File: src/hw/rtl/scfp_pkg.sv
package scfp_pkg;

   // Start-of-frame marker
   localparam logic [7:0] START_BYTE = 8'h3a;

   // Record kinds
   localparam logic KIND_PAYLOAD = 1'b0;
   localparam logic KIND_END     = 1'b1;

   // Parser state; codes follow the byte position inside a frame
   typedef enum logic [3:0] {
      ST_HUNT  = 4'd0,
      ST_ADDR0 = 4'd1,
      ST_ADDR1 = 4'd2,
      ST_FUNC0 = 4'd3,
      ST_FUNC1 = 4'd4,
      ST_LEN0  = 4'd5,
      ST_LEN1  = 4'd6,
      ST_DATA  = 4'd7,
      ST_CHK1  = 4'd8
   } parse_state_type;

   // One result record
   typedef struct packed {
      logic        record_kind;
      logic [15:0] frame_address;
      logic [15:0] frame_function;
      logic [15:0] frame_length;
      logic [15:0] byte_index;
      logic [7:0]  payload_byte;
      logic        checksum_ok;
      logic        last;
   } rsp_rec_type;

   // Parser step outcome
   typedef struct packed {
      logic        valid;
      rsp_rec_type rec;
   } parse_result_type;

endpackage

File: src/hw/rtl/scfp_req_if.sv
interface scfp_req_if;
   logic       valid;
   logic       ready;
   logic [7:0] rx_byte;

   modport source (output valid, output rx_byte, input ready);
   modport sink   (input valid, input rx_byte, output ready);
endinterface

File: src/hw/rtl/scfp_rsp_if.sv
interface scfp_rsp_if;
   logic        valid;
   logic        ready;
   logic        record_kind;
   logic [15:0] frame_address;
   logic [15:0] frame_function;
   logic [15:0] frame_length;
   logic [15:0] byte_index;
   logic [7:0]  payload_byte;
   logic        checksum_ok;
   logic        last;

   modport source (
      output valid, output record_kind, output frame_address, output frame_function,
      output frame_length, output byte_index, output payload_byte, output checksum_ok,
      output last, input ready
   );
   modport sink (
      input valid, input record_kind, input frame_address, input frame_function,
      input frame_length, input byte_index, input payload_byte, input checksum_ok,
      input last, output ready
   );
endinterface

File: src/hw/rtl/scfp_parser.sv
module scfp_parser (
   input  logic                      clock,
   input  logic                      reset,
   input  logic                      step,
   input  logic [7:0]                rx_byte,
   output scfp_pkg::parse_result_type result
);
   import scfp_pkg::*;

   parse_state_type state_ff, state_in;
   logic [15:0]     addr_ff, addr_in;
   logic [15:0]     func_ff, func_in;
   logic [15:0]     len_ff, len_in;
   logic [15:0]     remain_ff, remain_in;
   logic [15:0]     sum_ff, sum_in;
   logic [7:0]      chk_low_ff, chk_low_in;
   logic [15:0]     len_full;
   logic [15:0]     received;

   assign len_full = {rx_byte, len_ff[7:0]};
   assign received = {rx_byte, chk_low_ff};

   // Next state and field capture
   always_comb begin
      state_in   = state_ff;
      addr_in    = addr_ff;
      func_in    = func_ff;
      len_in     = len_ff;
      remain_in  = remain_ff;
      sum_in     = sum_ff;
      chk_low_in = chk_low_ff;
      case (state_ff)
         ST_HUNT: begin
            if (rx_byte == START_BYTE) state_in = ST_ADDR0;
         end
         ST_ADDR0: begin
            addr_in  = {8'h00, rx_byte};
            state_in = ST_ADDR1;
         end
         ST_ADDR1: begin
            addr_in  = {rx_byte, addr_ff[7:0]};
            state_in = ST_FUNC0;
         end
         ST_FUNC0: begin
            func_in  = {8'h00, rx_byte};
            state_in = ST_FUNC1;
         end
         ST_FUNC1: begin
            func_in  = {rx_byte, func_ff[7:0]};
            state_in = ST_LEN0;
         end
         ST_LEN0: begin
            len_in   = {8'h00, rx_byte};
            state_in = ST_LEN1;
         end
         ST_LEN1: begin
            len_in    = len_full;
            remain_in = len_full;
            sum_in    = addr_ff + func_ff + len_full;
            state_in  = ST_DATA;
         end
         ST_DATA: begin
            // Zero remaining: this byte is the checksum's low byte
            if (remain_ff == 16'd0) begin
               chk_low_in = rx_byte;
               state_in   = ST_CHK1;
            end else begin
               sum_in    = sum_ff + {8'h00, rx_byte};
               remain_in = remain_ff - 16'd1;
            end
         end
         ST_CHK1: begin
            state_in = ST_HUNT;
         end
         default: begin
            state_in = ST_HUNT;
         end
      endcase
   end

   // Result record for the current byte
   always_comb begin
      result                    = '0;
      result.rec.frame_address  = addr_ff;
      result.rec.frame_function = func_ff;
      result.rec.frame_length   = len_ff;
      case (state_ff)
         ST_DATA: begin
            if (remain_ff != 16'd0) begin
               result.valid            = 1'b1;
               result.rec.record_kind  = KIND_PAYLOAD;
               result.rec.byte_index   = len_ff - remain_ff;
               result.rec.payload_byte = rx_byte;
            end
         end
         ST_CHK1: begin
            result.valid           = 1'b1;
            result.rec.record_kind = KIND_END;
            result.rec.last        = 1'b1;
            result.rec.checksum_ok = (received == sum_ff);
         end
         default: begin
            result.valid = 1'b0;
         end
      endcase
   end

   // Advance parser state on each processed byte
   always_ff @(posedge clock) begin
      if (reset) begin
         state_ff   <= ST_HUNT;
         addr_ff    <= '0;
         func_ff    <= '0;
         len_ff     <= '0;
         remain_ff  <= '0;
         sum_ff     <= '0;
         chk_low_ff <= '0;
      end else if (step) begin
         state_ff   <= state_in;
         addr_ff    <= addr_in;
         func_ff    <= func_in;
         len_ff     <= len_in;
         remain_ff  <= remain_in;
         sum_ff     <= sum_in;
         chk_low_ff <= chk_low_in;
      end
   end

endmodule

File: src/hw/rtl/sum_checked_frame_parser_core.sv
// Frame parser with additive 16-bit checksum.
// req_ch carries one received link byte per transfer (valid/ready). The block
// hunts for the start byte 0x3a, then reads little-endian address, function
// and length words, the payload and a little-endian checksum word.
// rsp_ch gives one payload record per payload byte (index, byte and header
// fields) and one end record after the checksum, flagged last, with
// checksum_ok set when the sum of header words and payload bytes matches.
// Bytes outside a frame produce no transfer on rsp_ch.
// A byte taken on req_ch is held in the input register; the parser logic
// between it and the output register forms its result, offered on rsp_ch.
// Throughput: one byte per cycle unless rsp_ch stalls; the parser state
// update is the only loop.
// req_ch.ready stays high while the output register is empty or being
// drained; when rsp_ch stalls with a result held, both registers hold and
// req_ch.ready drops until the result is taken.
// Reset (synchronous, active high) empties both registers and returns the
// parser to hunting for the start byte with all header fields cleared.
module sum_checked_frame_parser_core (
   input logic       clock,
   input logic       reset,
   scfp_req_if.sink   req_ch,
   scfp_rsp_if.source rsp_ch
);
   import scfp_pkg::*;

   logic             advance;
   logic             in_valid_ff, in_valid_in;
   logic [7:0]       in_byte_ff, in_byte_in;
   logic             rsp_valid_ff, rsp_valid_in;
   rsp_rec_type      rsp_rec_ff, rsp_rec_in;
   parse_result_type result;

   // Move the pipe whenever the output register can take a new value
   assign advance      = !rsp_valid_ff || rsp_ch.ready;
   assign req_ch.ready = advance;

   scfp_parser u_parser (
      .clock   (clock),
      .reset   (reset),
      .step    (advance && in_valid_ff),
      .rx_byte (in_byte_ff),
      .result  (result)
   );

   // Next values of the input and output registers
   always_comb begin
      in_valid_in  = in_valid_ff;
      in_byte_in   = in_byte_ff;
      rsp_valid_in = rsp_valid_ff;
      rsp_rec_in   = rsp_rec_ff;
      if (advance) begin
         in_valid_in  = req_ch.valid;
         in_byte_in   = req_ch.rx_byte;
         rsp_valid_in = in_valid_ff && result.valid;
         rsp_rec_in   = result.rec;
      end
   end

   // Control registers
   always_ff @(posedge clock) begin
      if (reset) begin
         in_valid_ff  <= 1'b0;
         rsp_valid_ff <= 1'b0;
      end else begin
         in_valid_ff  <= in_valid_in;
         rsp_valid_ff <= rsp_valid_in;
      end
   end

   // Payload registers
   always_ff @(posedge clock) begin
      in_byte_ff <= in_byte_in;
      rsp_rec_ff <= rsp_rec_in;
   end

   // Drive the result channel
   assign rsp_ch.valid          = rsp_valid_ff;
   assign rsp_ch.record_kind    = rsp_rec_ff.record_kind;
   assign rsp_ch.frame_address  = rsp_rec_ff.frame_address;
   assign rsp_ch.frame_function = rsp_rec_ff.frame_function;
   assign rsp_ch.frame_length   = rsp_rec_ff.frame_length;
   assign rsp_ch.byte_index     = rsp_rec_ff.byte_index;
   assign rsp_ch.payload_byte   = rsp_rec_ff.payload_byte;
   assign rsp_ch.checksum_ok    = rsp_rec_ff.checksum_ok;
   assign rsp_ch.last           = rsp_rec_ff.last;

`ifndef NO_ASSERTIONS
   a_held_byte_kept: assert property (@(posedge clock) disable iff (reset)
      in_valid_ff && !advance |=> in_valid_ff && $stable(in_byte_ff))
      else $error("held input byte lost while stalled");

   a_reset_empties: assert property (@(posedge clock)
      $past(reset) |-> !rsp_valid_ff && !in_valid_ff)
      else $error("pipeline not empty after reset");

   a_last_on_end: assert property (@(posedge clock) disable iff (reset)
      rsp_valid_ff |-> rsp_rec_ff.last == rsp_rec_ff.record_kind)
      else $error("last flag disagrees with record kind");

   a_payload_no_ok: assert property (@(posedge clock) disable iff (reset)
      rsp_valid_ff && rsp_rec_ff.record_kind == KIND_PAYLOAD |-> !rsp_rec_ff.checksum_ok)
      else $error("checksum_ok set on a payload record");

   a_end_zero_fields: assert property (@(posedge clock) disable iff (reset)
      rsp_valid_ff && rsp_rec_ff.record_kind == KIND_END
         |-> rsp_rec_ff.byte_index == 16'd0 && rsp_rec_ff.payload_byte == 8'd0)
      else $error("end record carries payload fields");
`endif

endmodule
File: src/flat_wrapper.sv
// flat-port wrapper written by rule: the top's interface ports become plain ports
module sum_checked_frame_parser_core_flat import scfp_pkg::*;
  (clock, reset, req_ch_valid, req_ch_rx_byte, req_ch_ready, rsp_ch_valid, rsp_ch_record_kind, rsp_ch_frame_address, rsp_ch_frame_function, rsp_ch_frame_length, rsp_ch_byte_index, rsp_ch_payload_byte, rsp_ch_checksum_ok, rsp_ch_last, rsp_ch_ready);
  scfp_req_if req_ch_i ();
  scfp_rsp_if rsp_ch_i ();
  input logic clock;
  input logic reset;
  input wire logic [$bits(req_ch_i.valid)-1:0] req_ch_valid;
  input wire logic [$bits(req_ch_i.rx_byte)-1:0] req_ch_rx_byte;
  output wire logic [$bits(req_ch_i.ready)-1:0] req_ch_ready;
  output wire logic [$bits(rsp_ch_i.valid)-1:0] rsp_ch_valid;
  output wire logic [$bits(rsp_ch_i.record_kind)-1:0] rsp_ch_record_kind;
  output wire logic [$bits(rsp_ch_i.frame_address)-1:0] rsp_ch_frame_address;
  output wire logic [$bits(rsp_ch_i.frame_function)-1:0] rsp_ch_frame_function;
  output wire logic [$bits(rsp_ch_i.frame_length)-1:0] rsp_ch_frame_length;
  output wire logic [$bits(rsp_ch_i.byte_index)-1:0] rsp_ch_byte_index;
  output wire logic [$bits(rsp_ch_i.payload_byte)-1:0] rsp_ch_payload_byte;
  output wire logic [$bits(rsp_ch_i.checksum_ok)-1:0] rsp_ch_checksum_ok;
  output wire logic [$bits(rsp_ch_i.last)-1:0] rsp_ch_last;
  input wire logic [$bits(rsp_ch_i.ready)-1:0] rsp_ch_ready;
  assign req_ch_i.valid = req_ch_valid;
  assign req_ch_i.rx_byte = req_ch_rx_byte;
  assign req_ch_ready = req_ch_i.ready;
  assign rsp_ch_valid = rsp_ch_i.valid;
  assign rsp_ch_record_kind = rsp_ch_i.record_kind;
  assign rsp_ch_frame_address = rsp_ch_i.frame_address;
  assign rsp_ch_frame_function = rsp_ch_i.frame_function;
  assign rsp_ch_frame_length = rsp_ch_i.frame_length;
  assign rsp_ch_byte_index = rsp_ch_i.byte_index;
  assign rsp_ch_payload_byte = rsp_ch_i.payload_byte;
  assign rsp_ch_checksum_ok = rsp_ch_i.checksum_ok;
  assign rsp_ch_last = rsp_ch_i.last;
  assign rsp_ch_i.ready = rsp_ch_ready;
  sum_checked_frame_parser_core u_core (.clock(clock), .reset(reset), .req_ch(req_ch_i), .rsp_ch(rsp_ch_i));
endmodule
File: config.mk
export PLATFORM = sky130hd
export DESIGN_NAME = sum_checked_frame_parser_core_flat
export DESIGN_NICKNAME = d
export VERILOG_FILES = /design/src/hw/rtl/scfp_pkg.sv /design/src/hw/rtl/scfp_req_if.sv /design/src/hw/rtl/scfp_rsp_if.sv /design/src/hw/rtl/scfp_parser.sv /design/src/hw/rtl/sum_checked_frame_parser_core.sv /design/src/flat_wrapper.sv
export SDC_FILE = /design/constraint.sdc
export NUM_CORES = 1
export LEC_CHECK = 0
export BUFFER_PORTS_ARGS = -buffer_cell sky130_fd_sc_hd__buf_2
export CORE_ASPECT_RATIO = 0.7
export CORE_MARGIN = 10
export CORE_UTILIZATION = 45
export CTS_CLUSTER_DIAMETER = 30
export DETAILED_ROUTE_END_ITERATION = 8
export PLACE_DENSITY_LB_ADDON = 0.12
export SKIP_CTS_REPAIR_TIMING = 1
export SLEW_MARGIN = 15
export SYNTH_ARGS = -nofsm -noshare
export SYNTH_HDL_FRONTEND = slang
export SYNTH_SLANG_ARGS = --single-unit
File: constraint.sdc
create_clock -name clock -period 5.64 [get_ports clock]
set_input_delay 0.282 -clock clock [delete_from_list [all_inputs] [get_ports clock]]
set_output_delay 0.282 -clock clock [all_outputs]
set_load 0.03 [all_outputs]
* Word level (Yosys, flattened, before mapping)
Cells that the tools add are included.
** Word-level totals
- Bits in registers :: 177
- Bits of input ports :: 12
- Output and inout port bits :: 77
** Operators by class
- Add/sub/neg operators :: 5
- Eq/ne operators :: 13
- Muxes and demuxes :: 14
- Bitwise operators :: 3
- Reduce and logical (&&, ||, !) cells :: 21
** Operators with widths (number)
- one-hot mux 16 bit (2 select lines) :: 5
- adder 16 bit :: 2
- two-way mux 16 bit :: 2
- one-hot mux 4 bit (8 select lines) :: 1
- AND reduction 3 bit :: 6
- adder 16 x 8 -> 16 bit :: 1
- == test 16 bit :: 1
- == test 4 x 3 -> 1 bit (second input constant) :: 4
- logical NOT 16 bit :: 1
- nonzero test 16 bit :: 1
- subtractor 16 x 1 -> 16 bit (second input constant) :: 1
- subtractor 16 bit :: 1
- == test 4 x 2 -> 1 bit (second input constant) :: 2
- == test 8 x 6 -> 1 bit (second input constant) :: 1
- two-way mux 4 bit :: 2
- AND reduction 2 bit :: 4
- nonzero test 2 bit :: 4
- != test 2 bit (second input constant) :: 3
- == test 4 x 1 -> 1 bit (second input constant) :: 1
- == test 4 bit (second input constant) :: 1
- logical NOT 4 bit :: 1
- one-hot mux 1 bit (2 select lines) :: 2
- NOT 1 bit :: 3
- logical AND 1 bit :: 2
- 4 further kinds :: 4

* Longest topological paths before layout
Gate-level depths: netlist (run 1).
- Depth in word-level cells :: 4
- Gate-level depth with buffers :: 12

* Modules after synthesis
From an unflattened synthesis (run 1), not the netlist that was laid out.
** Second synthesis, totals
- Cell total of the unflattened synthesis :: 898
- Area total of the unflattened synthesis :: 8982.4 um^2
** By module, submodules not included
- scfp_parser :: instances 1, cells an instance 806, area an instance 6403.6 um^2, sequential area each 1841.8 um^2
- sum_checked_frame_parser_core :: instances 1, cells an instance 92, area an instance 2578.7 um^2, sequential area each 2532.4 um^2

* Least setup slack after synthesis (run 1)
Ideal clock, no wire load.
- Kind :: reg2reg
- Start :: register u_core.rsp_valid_ff (netlist: u_core.rsp_ch.valid)
- End :: register u_core.u_parser.addr_ff[13]
- Setup time :: 132 ps
- Data arrival time :: 2877 ps
- Data required time :: 5508 ps
- Slack :: 2630 ps
- Cell stages (with the launch flop) :: 11
- Path buffers :: 4
- Period minus slack after synthesis :: 3010 ps
- Path through :: dfxtp_1 > nand2b_1 > buf_2 > and2_1 > buf_2 > nand3_1 > or2_2 > clkbuf_2 > buf_2 > nand3_1 > a21oi_1
** Between the ends
- Longest elaborated chain between the ends :: 4
** RTL lines
- start: declaration :: line sum_checked_frame_parser_core.sv:29 : logic rsp_valid_ff, rsp_valid_in;
- start signal: assignment :: line sum_checked_frame_parser_core.sv:66 : rsp_valid_ff <= rsp_valid_in;
- logical NOT 1 bit :: line sum_checked_frame_parser_core.sv:34 : assign advance = !rsp_valid_ff || rsp_ch.ready;
- logical OR 1 bit :: line sum_checked_frame_parser_core.sv:34
- via req_ch_ready :: line flat_wrapper.sv:10 : output wire logic [$bits(req_ch_i.ready)-1:0] req_ch_ready;
- logical AND 1 bit :: line sum_checked_frame_parser_core.sv:40 : .step (advance && in_valid_ff),
- AND reduction 2 bit (no line)
- end signal: assignment :: line scfp_parser.sv:120 : addr_ff <= addr_in;
- end: declaration :: line scfp_parser.sv:11 : logic [15:0] addr_ff, addr_in;
The timed path passes the listed nets, and every way through them passes these cells.
A chain may end at the register's enable or synchronous reset.

* Final worst setup path (run 1)
- Start :: register u_core.in_byte_ff[0]
- End :: register u_core.u_parser.sum_ff[10]
** Between the ends
- Longest elaborated chain between the ends :: 3
** RTL lines
- start: declaration :: line sum_checked_frame_parser_core.sv:28 : logic [7:0] in_byte_ff, in_byte_in;
- start signal: assignment :: line sum_checked_frame_parser_core.sv:72 : in_byte_ff <= in_byte_in;
- adder 16 x 8 -> 16 bit :: line scfp_parser.sv:68 : sum_in = sum_ff + {8'h00, rx_byte};
- two-way mux 16 bit :: line scfp_parser.sv:64 : if (remain_ff == 16'd0) begin
- one-hot mux 16 bit (2 select lines) (*) :: line scfp_parser.sv:32 : case (state_ff)
- end signal: assignment :: line scfp_parser.sv:124 : sum_ff <= sum_in;
- end: declaration :: line scfp_parser.sv:15 : logic [15:0] sum_ff, sum_in;
Every way passes the cells marked *; elsewhere a longest branch is shown, timed or not. The select of a mux whose other input is x is not followed.

==> results of run 1 <==
-- power by group through the flow --
stage	Clock (mW)	Sequential (mW)	Combinational (mW)
2_1_floorplan	0	1.38	0.0583
3_3_place_gp	0	1.38	0.102
3_5_place_dp	0	1.38	0.102
4_1_cts	1.18	1.35	0.103
5_1_grt	1.25	1.35	0.111
6_report	1.17	1.35	0.103
-- cells in the mapped netlist (7+ instances only) --
master / count
inv_1: 31
nand3_1: 56
clkbuf_1: 32
nand2b_1: 10
nor2_1: 86
mux2i_1: 13
a31oi_1: 7
nor3_1: 20
buf_2: 17
edfxtp_1: 82
dfxtp_1: 94
ha_1: 38
a211oi_1: 18
or3_1: 9
xor2_1: 14
nand4_1: 10
and2_1: 12
nor2b_1: 8
a21oi_1: 85
o21a_1: 11
o21ai_0: 49
fa_1: 18
nand2_1: 92
a21o_1: 8
xnor2_1: 22
-- area by class of cell --
| type | instances | area, um^2 | area share, % |
|---|---|---|---|
| Tap cell | 270 | 338 | 3.27 |
| Sequential cell | 176 | 4340 | 42.0 |
| Inverter | 31 | 116 | 1.13 |
| Multi-Input combinational cell | 682 | 4450 | 43.1 |
| Clock inverter | 14 | 139 | 1.34 |
| Clock buffer | 18 | 429 | 4.15 |
| Timing Repair Buffer | 98 | 515 | 4.99 |
-- worst max path at each step --
stage,endpoint,cells past startpoint
4_1_cts,u_core.u_parser.sum_ff[15],8
2_1_floorplan,u_core.u_parser.addr_ff[13],10
3_5_place_dp,u_core.u_parser.sum_ff[11],7
6_report,u_core.u_parser.sum_ff[10],9
5_1_grt,u_core.u_parser.sum_ff[10],9
3_3_place_gp,u_core.u_parser.sum_ff[14],8
-- logic make-up (layout without fill, tap and decap cells) --
group / count (synthesis) / after routing
AND/OR/NAND/NOR: 339 / 339
AO/OA/AOI/OAI: 238 / 238
flip-flops: 176 / 176
buffers and inverters: 85 / 161
adder cells (fa/ha/maj): 56 / 56
XOR/XNOR: 36 / 36
multiplexers: 13 / 13
-- per-stage QoR --
stage                     utilization, %  std cells  area (um^2)  worst slack [ns]
after floorplan                        -        943         9140              2.63
after global placement              49.1       1257         9770              2.63
after detailed placement            49.1       1257         9770              2.51
after CTS                           51.9       1289        10300              2.50
after global routing                51.9       1289        10300              2.31
final                               51.9       1289        10300              2.49
-- worst max-delay path: stages, from the launching register on --
cell,delay [ns]
edfxtp_1,0.81
ha_1,0.32
inv_1,0.07
fa_1,0.43
nand2b_1,0.19
a21oi_1,0.33
o221a_2,0.30
o21ai_0,0.12
or4_1,0.41
o21ai_0,0.08
-- routing by layer --
| metal | part of all wire, % | up-vias | global-route usage (%) | routed length, um |
|---|---|---|---|---|
| met2 | 37 | 248 | 23.6 | 9520 |
| met3 | 8.0 | 24 | 4.84 | 2030 |
| li1 | - | 3544 | - | - |
| met5 | 0 | - | 0 | 0 |
| met4 | 1.3 | 0 | 4.79 | 336 |
| met1 | 53 | 3463 | 31.1 | 13500 |
-- state kept, by name, indices dropped and copies added (netlist names) --
register	flops
u_core.rsp_ch.byte_index	16
u_core.rsp_ch.frame_address	16
u_core.rsp_ch.frame_function	16
u_core.rsp_ch.frame_length	16
u_core.u_parser.addr_ff	16
u_core.u_parser.func_ff	16
u_core.u_parser.len_ff	16
u_core.u_parser.remain_ff	16
u_core.u_parser.sum_ff	16
u_core.in_byte_ff	8
u_core.rsp_ch.payload_byte	8
u_core.u_parser.chk_low_ff	8
u_core.u_parser.state_ff	4
u_core.in_valid_ff	1
u_core.rsp_ch.checksum_ok	1
u_core.rsp_ch.last	1
u_core.rsp_ch.valid	1
==> metrics.csv, run 1 <==
metric,value,unit
DIE WIDTH,190,um
"commonest non-fill, non-tap cell in the layout",dfxtp_1,
cell taking the most area after synthesis,edfxtp_1,
CTS Sinks,176,
Reg2Reg Setup Slack,2.49,ns
routability cong.,0.889,
register area share after synthesis,47.5,%
vias in the first global route,6606,
GRT overflow,0,
Syn Nets,1011,
status,finished clean,
Net Sw Frac,25.2,%
Critical Path Source Type,flip-flop,
top post-synthesis cells by area,"edfxtp_1, dfxtp_1, ha_1, a21oi_1, fa_1",
die area,26500,um^2
internal power,1.96,mW
worst hold slack,0.0165,ns
top cell type's share of synthesized area,26.9,%
Netlist Area Pre-Place,9140,um^2
clock buffer count from CTS,17,
Comb power frac,3.9,%
Synth Instances,943,
setup tns final,0,ns
ys flop type,dfxtp_1,
Synth Area in XOR/XNOR,3.45,%
clock network fraction of total power,44.5,%
#FFs+latches synth,176,
WL final,25400,um
Final Skew,0.0121,ns
NumNets Final,1074,
Final Hold Viols,0,
Slew HR,30.1,%
Longest Clk Path Bufs,2,
Pleak,4.28,nW
Final Cycle Share,55.8,%
Worst-path clk slew,0.07,ns
TritonRoute pass-1 iters,5,
CTS tree,done,
Max Slew Vio Count,0,
Ports,89,
crit end category,flip-flop,
compound-gate portion of the synthesized area,16.7,%
P_sw,0.661,mW
Die H,139,um
Hold Path Cell Cnt,1,
Critical Path Start,u_core.in_byte_ff[0],
post-synthesis simple-gate area fraction,17.9,%
Layout Area Growth over Synthesis,13.1,%
Synth async-reset ratio,0,%
Diodes inserted,0,
Yosys cell types,75,
Starting Density,45.9,%
peak supply drop,0.000205,V
dpl hpwl,17500,um
H-Tree Depth,4,
Root Driver,clkbuf_16,
RSZ-0062 raised after global routing,false,
layout cell share with drive strength beyond 1,15.1,%
Hold Crit Start,req_ch_rx_byte[0],
average wire per cell in the routed design,19.7,um
largest family of logic cells by synthesized area,simple AND/OR/NAND/NOR gates,
CP required,6.00,ns
num rows,43,
Hold Path End,u_core.in_byte_ff[0],
CP arrival,3.50,ns
most frequent cells in the layout,"dfxtp_1, nand2_1, buf_2, nor2_1, a21oi_1",
R2R depth,9,
Worst Max-Slew Pin Slew,1.05,ns
Hold WC Path Type,input pin to flip-flop,
R2R Path Start,u_core.in_byte_ff[0],
Synth warnings,0,
adder-cell share of the synthesized area,9.14,%
Final ANT Viol Nets,0,
largest net degree at the start of global routing,60,
"EDFF count, synth",82,
number of max-cap violations,0,
GRT Total Usage,19.1,%
Filler Cells Inserted,1842,
CP Class,flip-flop to flip-flop,
Iter 0 DRT Violations,783,
initial antenna violation count,0,
PwrDens,253,nW/um^2
worst r2r dst,u_core.u_parser.sum_ff[10],
core region area,19900,um^2
Total Power,2.62,mW
crit path max fanout,13,
multiplexer area fraction after synthesis,1.42,%
Via Count,7279,
fmax,318,MHz
Synth Area per Inst,9.69,um^2
proportion of power drawn by flip-flops and latches,51.5,%
worst skew pair latency,0.44,ns
final setup fails,0,
global-route wire length before repair,40000,um
DRC viols,0,
minimum clock period,3.15,ns
post-DR vias/cell,5.65,
Port Buf Inserts,88,
Power figures use the tool's default switching activity.
==> run 2: changes to the inputs <==
==> constraint.sdc (replaced) <==
create_clock -name clock -period 2.7 [get_ports clock]
set_input_delay 0.135 -clock clock [delete_from_list [all_inputs] [get_ports clock]]
set_output_delay 0.135 -clock clock [all_outputs]
set_load 0.03 [all_outputs]
==> run 2 against run 1 <==
Net effect: hold slack gained 0.11 ns; sequential share of layout area shrank 2.7 points; setup slack lost 2.5 ns; die area is the same; final cell count grew 5.0%; highest routed layer unchanged; combinational power grew to 2.6 times the previous value; register-to-register slack lost 2.5 ns; critical path depth shrank 1; global-route usage grew 0.57 points; count of clock-buffer cells in the layout is the same; the run now ends with negative setup slack left; routed wire length grew 4.7%.
==> metrics.csv, run 2 (same netlist as run 1, synthesis figures left out) <==
metric,value,unit,change
violated checks,negative setup slack,,
most frequent cells in the layout,"nand2_1, dfxtp_1, buf_2, nor2_1, a21oi_1",,
crit end category,flip-flop,,
CP required,3.00,ns,-3.00 ns
status,finished with violations,,
die area,26500,um^2,unchanged
Hold WC Path Type,input pin to flip-flop,,
largest stage delay on the critical path,0.45,ns,-0.36 ns
Max Slew Vio Count,0,,unchanged
Via Count,7596,,+4.4%
num rows,43,,unchanged
fmax,367,MHz,+16%
Worst-path clk slew,0.08,ns,about the same
minimum clock period,2.72,ns,-0.423 ns
Longest Clk Path Bufs,2,,unchanged
Total Power,5.62,mW,+110%
Final Hold Viols,0,,unchanged
layout cell share with drive strength beyond 1,21.3,%,+6.2 points
Critical Path Source Type,flip-flop,,
largest net degree at the start of global routing,58,,-3.3%
slowest CP cell,fa_1,,
CP Cell Sequence,fa_1 -> ha_1 -> a21o_2 -> a221o_1 -> or3_1 -> o22ai_2 -> xnor2_2 -> a211oi_2,,
CP bufs+invs,0,,-1
placed instance area,10200,um^2,+4.0%
Port Buf Inserts,88,,unchanged
CP arrival,3.03,ns,-0.47 ns
average wire per cell in the routed design,19.7,um,-0.24%
number of max-cap violations,0,,unchanged
Diodes inserted,0,,unchanged
final setup fails,1,,+1
peak supply drop,0.000336,V,+64%
Final Cycle Share,101,%,+45 points
crit path max fanout,3,,-10
GRT Total Usage,19.7,%,+0.57 points
vias in the first global route,6626,,+0.30%
Crit path max-delay family,compound AO/OA/AOI/OAI gates,,
H-Tree Depth,4,,unchanged
Final ANT Viol Nets,0,,unchanged
dpl hpwl,19100,um,+9.4%
post-route cell area,11000,um^2,+6.9%
PwrDens,509,nW/um^2,+100%
routability cong.,0.897,,+0.82%
CTS Sinks,176,,unchanged
GRT overflow,0,,unchanged
Final Skew,0.0119,ns,-0.000272 ns
clock buffer count from CTS,17,,unchanged
CTS tree,done,,
setup tns final,-0.0223,ns,-0.0223 ns
initial antenna violation count,0,,unchanged
WL final,26600,um,+4.7%
core region area,19900,um^2,unchanged
worst skew pair latency,0.44,ns,about the same
Die H,139,um,unchanged
Slew HR,46.3,%,+16 points
post-DR vias/cell,5.61,,-0.58%
global-route wire length before repair,40400,um,+0.93%
RSZ-0062 raised after global routing,true,,
TritonRoute pass-1 iters,6,,+1
Root Driver,clkbuf_16,,
Starting Density,45.9,%,unchanged
DIE WIDTH,190,um,unchanged
Worst Max-Slew Pin Slew,0.802,ns,-0.247 ns
Iter 0 DRT Violations,960,,+23%
DRC viols,0,,unchanged
Final WS setup,-0.0223,ns,-2.52 ns
Layout Area Growth over Synthesis,20.9,%,
CP Class,flip-flop to flip-flop,,
Pleak,4.67,nW,+8.9%
Ports,89,,unchanged
NumNets Final,1138,,+6.0%
[run 2: cell types whose count changed in the layout (fill, tap and decap cells not counted), moves of 3 or more]
| cell | before | now |
|---|---|---|
| buf_4 | 10 | 63 |
| dlygate4sd3_1 | 0 | 9 |
| clkinv_8 | 1 | 5 |
| inv_6 | 5 | 2 |
[run 2: path summary, 6_finish.rpt]
check | depth (start not counted) | slack [ns] | from | end
hold / removal | 2 | 0.13 | reset | u_core.u_parser.chk_low_ff[2]
setup / recovery | 8 | -0.02 | u_core.u_parser.addr_ff[10] | u_core.u_parser.sum_ff[15]
setup reg to reg | 8 | -0.02 | u_core.u_parser.addr_ff[10] | u_core.u_parser.sum_ff[15]
hold reg to reg | 0 | 0.48 | u_core.u_parser.addr_ff[3] | u_core.rsp_ch.frame_address[3]
[run 2: worst reg2reg max path: stages, from the launching register on]
cell and delay (ns):
dfxtp_1 0.42, fa_1 0.45, ha_1 0.32, a21o_2 0.22
a221o_1 0.35, or3_1 0.34, o22ai_2 0.22, xnor2_2 0.16
a211oi_2 0.10
[run 2: stage by stage]
step / setup slack (ns) / hold slack (ns) / instances / utilization (%)
floorplan: 0.0808 / 0.234 / 943 / -
global placement: -0.00999 / 0.312 / 1306 / 51.0
detailed placement: -0.0712 / 0.313 / 1306 / 51.0
CTS: -0.132 / -0.145 / 1338 / 54.2
global route: -0.131 / 0.141 / 1353 / 55.5
finish: -0.0223 / 0.127 / 1353 / 55.5
[run 2: layout make-up]
class                   instances  area [um^2]
clock buffers                  18          450
clock inverters                14          175
fillers                      1825         8860
inverters                      31          116
multi-input cells             682         4580
flip-flops and latches        176         4350
well taps                     270          338
repair buffers                162         1040
[run 2: power breakdown]
part           total (mW)  internal (mW)  switching (mW)
sequential           2.81           2.79          0.0198
combinational       0.263         0.0869           0.176
clock                2.55           1.31            1.24
[run 2: metal layers]
layer,global-route usage [%],wire [um]
met5,0,0
met4,4.05,235
met3,4.72,2520
met2,24.4,10000
met1,32.4,13800
==> run 3: changes to the inputs <==
--- a/config.mk
+++ b/config.mk
@@ -7,7 +7,7 @@
 export LEC_CHECK = 0
 export BUFFER_PORTS_ARGS = -buffer_cell sky130_fd_sc_hd__buf_2
 export CORE_ASPECT_RATIO = 0.7
-export CORE_MARGIN = 10
+export CORE_MARGIN = 2
 export CORE_UTILIZATION = 45
 export CTS_CLUSTER_DIAMETER = 30
 export DETAILED_ROUTE_END_ITERATION = 8
@@ -16,4 +16,5 @@
 export SLEW_MARGIN = 15
 export SYNTH_ARGS = -nofsm -noshare
 export SYNTH_HDL_FRONTEND = slang
+export SYNTH_HIERARCHICAL = 1
 export SYNTH_SLANG_ARGS = --single-unit
==> run 3 against run 2 <==
Net effect: the flow still finishes with violations (negative setup slack); final cell count fell by 2.0%; global-route usage rose by 2.7 points; synthesized cell count fell by 4.8%; largest cell class unchanged; highest routed layer unchanged.
==> metrics.csv, run 3 <==
metric,value,unit,change
clock buffer count from CTS,17,,unchanged
R2R Path Start,u_core/u_parser/len_ff[1],,
CP required,2.99,ns,about the same
area of the multi-input gates,4400,um^2,-4.0%
TritonRoute pass-1 iters,5,,-1
Final ANT Viol Nets,0,,unchanged
"commonest non-fill, non-tap cell in the layout",nor2_1,,
RSZ-0062 raised after global routing,true,,
num rows,43,,unchanged
cell taking the most area after synthesis,edfxtp_1,,
Worst-path clk slew,0.07,ns,about the same
Syn Nets,966,,-4.5%
Max Slew Vio Count,0,,unchanged
Diodes inserted,0,,unchanged
core region area,19700,um^2,-1.1%
Synth async-reset ratio,0,%,unchanged
PwrDens,507,nW/um^2,-0.35%
CTS Sinks,177,,+0.57%
top post-synthesis cells by area,"edfxtp_1, dfxtp_1, ha_1, nor2_1, a21oi_1",,
placed instance area,10100,um^2,-0.37%
Final WS setup,-0.0503,ns,-0.0281 ns
"EDFF count, synth",83,,+1.2%
GRT Total Usage,22.4,%,+2.7 points
post-route cell area,11000,um^2,-0.25%
Synth Area per Inst,10.0,um^2,+3.2%
Die H,122,um,-12%
peak supply drop,0.000302,V,-9.9%
Starting Density,45.6,%,-0.30 points
"count leader, synth",nor2_1,,
global-route wire length before repair,36400,um,-9.8%
DRC viols,0,,unchanged
largest net degree at the start of global routing,55,,-5.2%
status,finished with violations,,
routability cong.,0.891,,-0.68%
crit end category,flip-flop,,
Finished Core Util,56.0,%,+0.47 points
layout cell share with drive strength beyond 1,23.2,%,+1.9 points
WL final,23600,um,-11%
minimum clock period,2.75,ns,+0.0281 ns
Final Cycle Share,102,%,+1.0 points
Final Skew,0.00761,ns,-0.00427 ns
register area share after synthesis,48.7,%,+1.2 points
Sequential Area,4380,um^2,+0.75%
CP Class,flip-flop to flip-flop,,
Root Driver,clkbuf_16,,
Port Buf Inserts,88,,unchanged
fmax,364,MHz,-1.0%
Critical Path Start,u_core/u_parser/len_ff[1],,
Synth warnings,6,,+6
Final Hold Viols,0,,unchanged
H-Tree Depth,4,,unchanged
Hold Path End,u_core/in_valid_ff,,
Hold Crit Start,rsp_ch_ready,,
worst skew pair latency,0.43,ns,about the same
final setup fails,1,,unchanged
Worst Max-Slew Pin Slew,0.783,ns,-0.0190 ns
average wire per cell in the routed design,17.8,um,-9.7%
worst r2r dst,u_core/u_parser/sum_ff[11],,
setup tns final,-0.0503,ns,-0.0281 ns
Hold Path Cell Cnt,3,,+1
ys flop type,dfxtp_1,,
CTS tree,done,,
Yosys cell types,64,,-15%
crit path max fanout,3,,unchanged
Netlist Area Pre-Place,8980,um^2,-1.7%
DIE WIDTH,173,um,-9.2%
number of max-cap violations,0,,unchanged
violated checks,negative setup slack,,
Slew HR,47.8,%,+1.5 points
dpl hpwl,16600,um,-13%
Pleak,4.83,nW,+3.6%
initial antenna violation count,0,,unchanged
CP arrival,3.04,ns,about the same
Layout Area Growth over Synthesis,22.7,%,
#FFs+latches synth,177,,+0.57%
worst hold slack,0.167,ns,+0.0397 ns
Ports,89,,unchanged
Filler Cells Inserted,1783,,-2.3%
Via Count,7232,,-4.8%
R2R depth,12,,+4
Longest Clk Path Bufs,2,,unchanged
die area,21100,um^2,-20%
NumNets Final,1111,,-2.4%
Post-synth top cells,"nor2_1, dfxtp_1, edfxtp_1, a21oi_1, nand2_1",,
most frequent cells in the layout,"nor2_1, dfxtp_1, buf_2, edfxtp_1, buf_4",,
GRT overflow,0,,unchanged
Synth Instances,898,,-4.8%
Reg2Reg Setup Slack,-0.05,ns,-0.03 ns
Critical Path Source Type,flip-flop,,
post-DR vias/cell,5.45,,-2.9%
Iter 0 DRT Violations,630,,-34%
vias in the first global route,6372,,-3.8%
Hold WC Path Type,input pin to flip-flop,,
top cell type's share of synthesized area,27.7,%,+0.81 points
-- run 3: changes by cell type in the layout (fill, tap and decap cells not counted), sizes merged, moves of 11 or more --
cell,delta
a21oi,-11
nor2,+20
nand3,-33
a22oi,+15
nand2,-33
buf,+14
xor2,+15
-- run 3: per-layer routing --
metal  vias up  share of wire (%)  routed length [um]  global-route usage [%]
met5         -                  0                   0                       0
met4         0                1.4                 322                    5.93
met3        19                7.4                1750                    5.68
met2       248                 40                9400                    30.3
met1      3424                 51               12100                    35.1
li1       3541                  -                   -                       -
-- run 3: cell type report --
type / instances / area share, %
Multi-Input combinational cell: 635 / 39.9
Clock buffer: 18 / 3.89
Timing Repair Buffer: 176 / 10.4
Sequential cell: 177 / 39.7
Inverter: 36 / 1.23
Clock inverter: 14 / 1.76
Tap cell: 270 / 3.07
-- run 3: how the worst max path moves through the flow --
stage,to,cells after the start,slack [ns]
floorplan,u_core/u_parser/sum_ff[11],12,0.005
global placement,u_core/u_parser/sum_ff[11],14,-0.11
detailed placement,u_core/u_parser/sum_ff[11],14,-0.18
CTS,u_core/u_parser/sum_ff[11],14,-0.18
global route,u_core/u_parser/sum_ff[11],12,-0.15
finish,u_core/u_parser/sum_ff[11],12,-0.05
-- run 3: logic make-up (layout without fill, tap and decap cells) --
family	count (synthesis)	in the layout	share of synthesized area, %
AOI/OAI and AO/OA	225	225	15.9
xor gates and xnor gates	47	47	4.58
adders and majority gates	56	56	9.31
buffers and inverters	86	244	3.83
DFF	177	177	48.7
muxes	16	16	1.80
and+or+nand+nor	291	291	15.9
-- run 3: critical path, cell delays in order (launching register included) --
cell and delay [ns]:
dfxtp_2 0.33, fa_1 0.55, ha_2 0.19, inv_2 0.04, fa_2 0.34, nor2b_2 0.13
o21ai_2 0.07, a21oi_2 0.18, o221a_4 0.24, a31oi_4 0.11, xnor2_1 0.15, a211oi_1 0.23
nor3_1 0.07
-- run 3: power by group --
group / leakage, nW / switching, mW / internal, mW
Sequential: 1.77 / 0.00995 / 2.79
Combinational: 2.76 / 0.112 / 0.0706
Clock: 0.300 / 1.19 / 1.42
Total: 4.83 / 1.31 / 4.28
-- run 3: through the flow --
step / power, mW / instances / worst slack [ns]
floorplan: 2.94 / 898 / 0.00531
global placement: 3.02 / 1275 / -0.112
detailed placement: 3.02 / 1275 / -0.182
CTS: 5.63 / 1307 / -0.180
global route: 5.76 / 1326 / -0.147
finish: 5.59 / 1326 / -0.0503
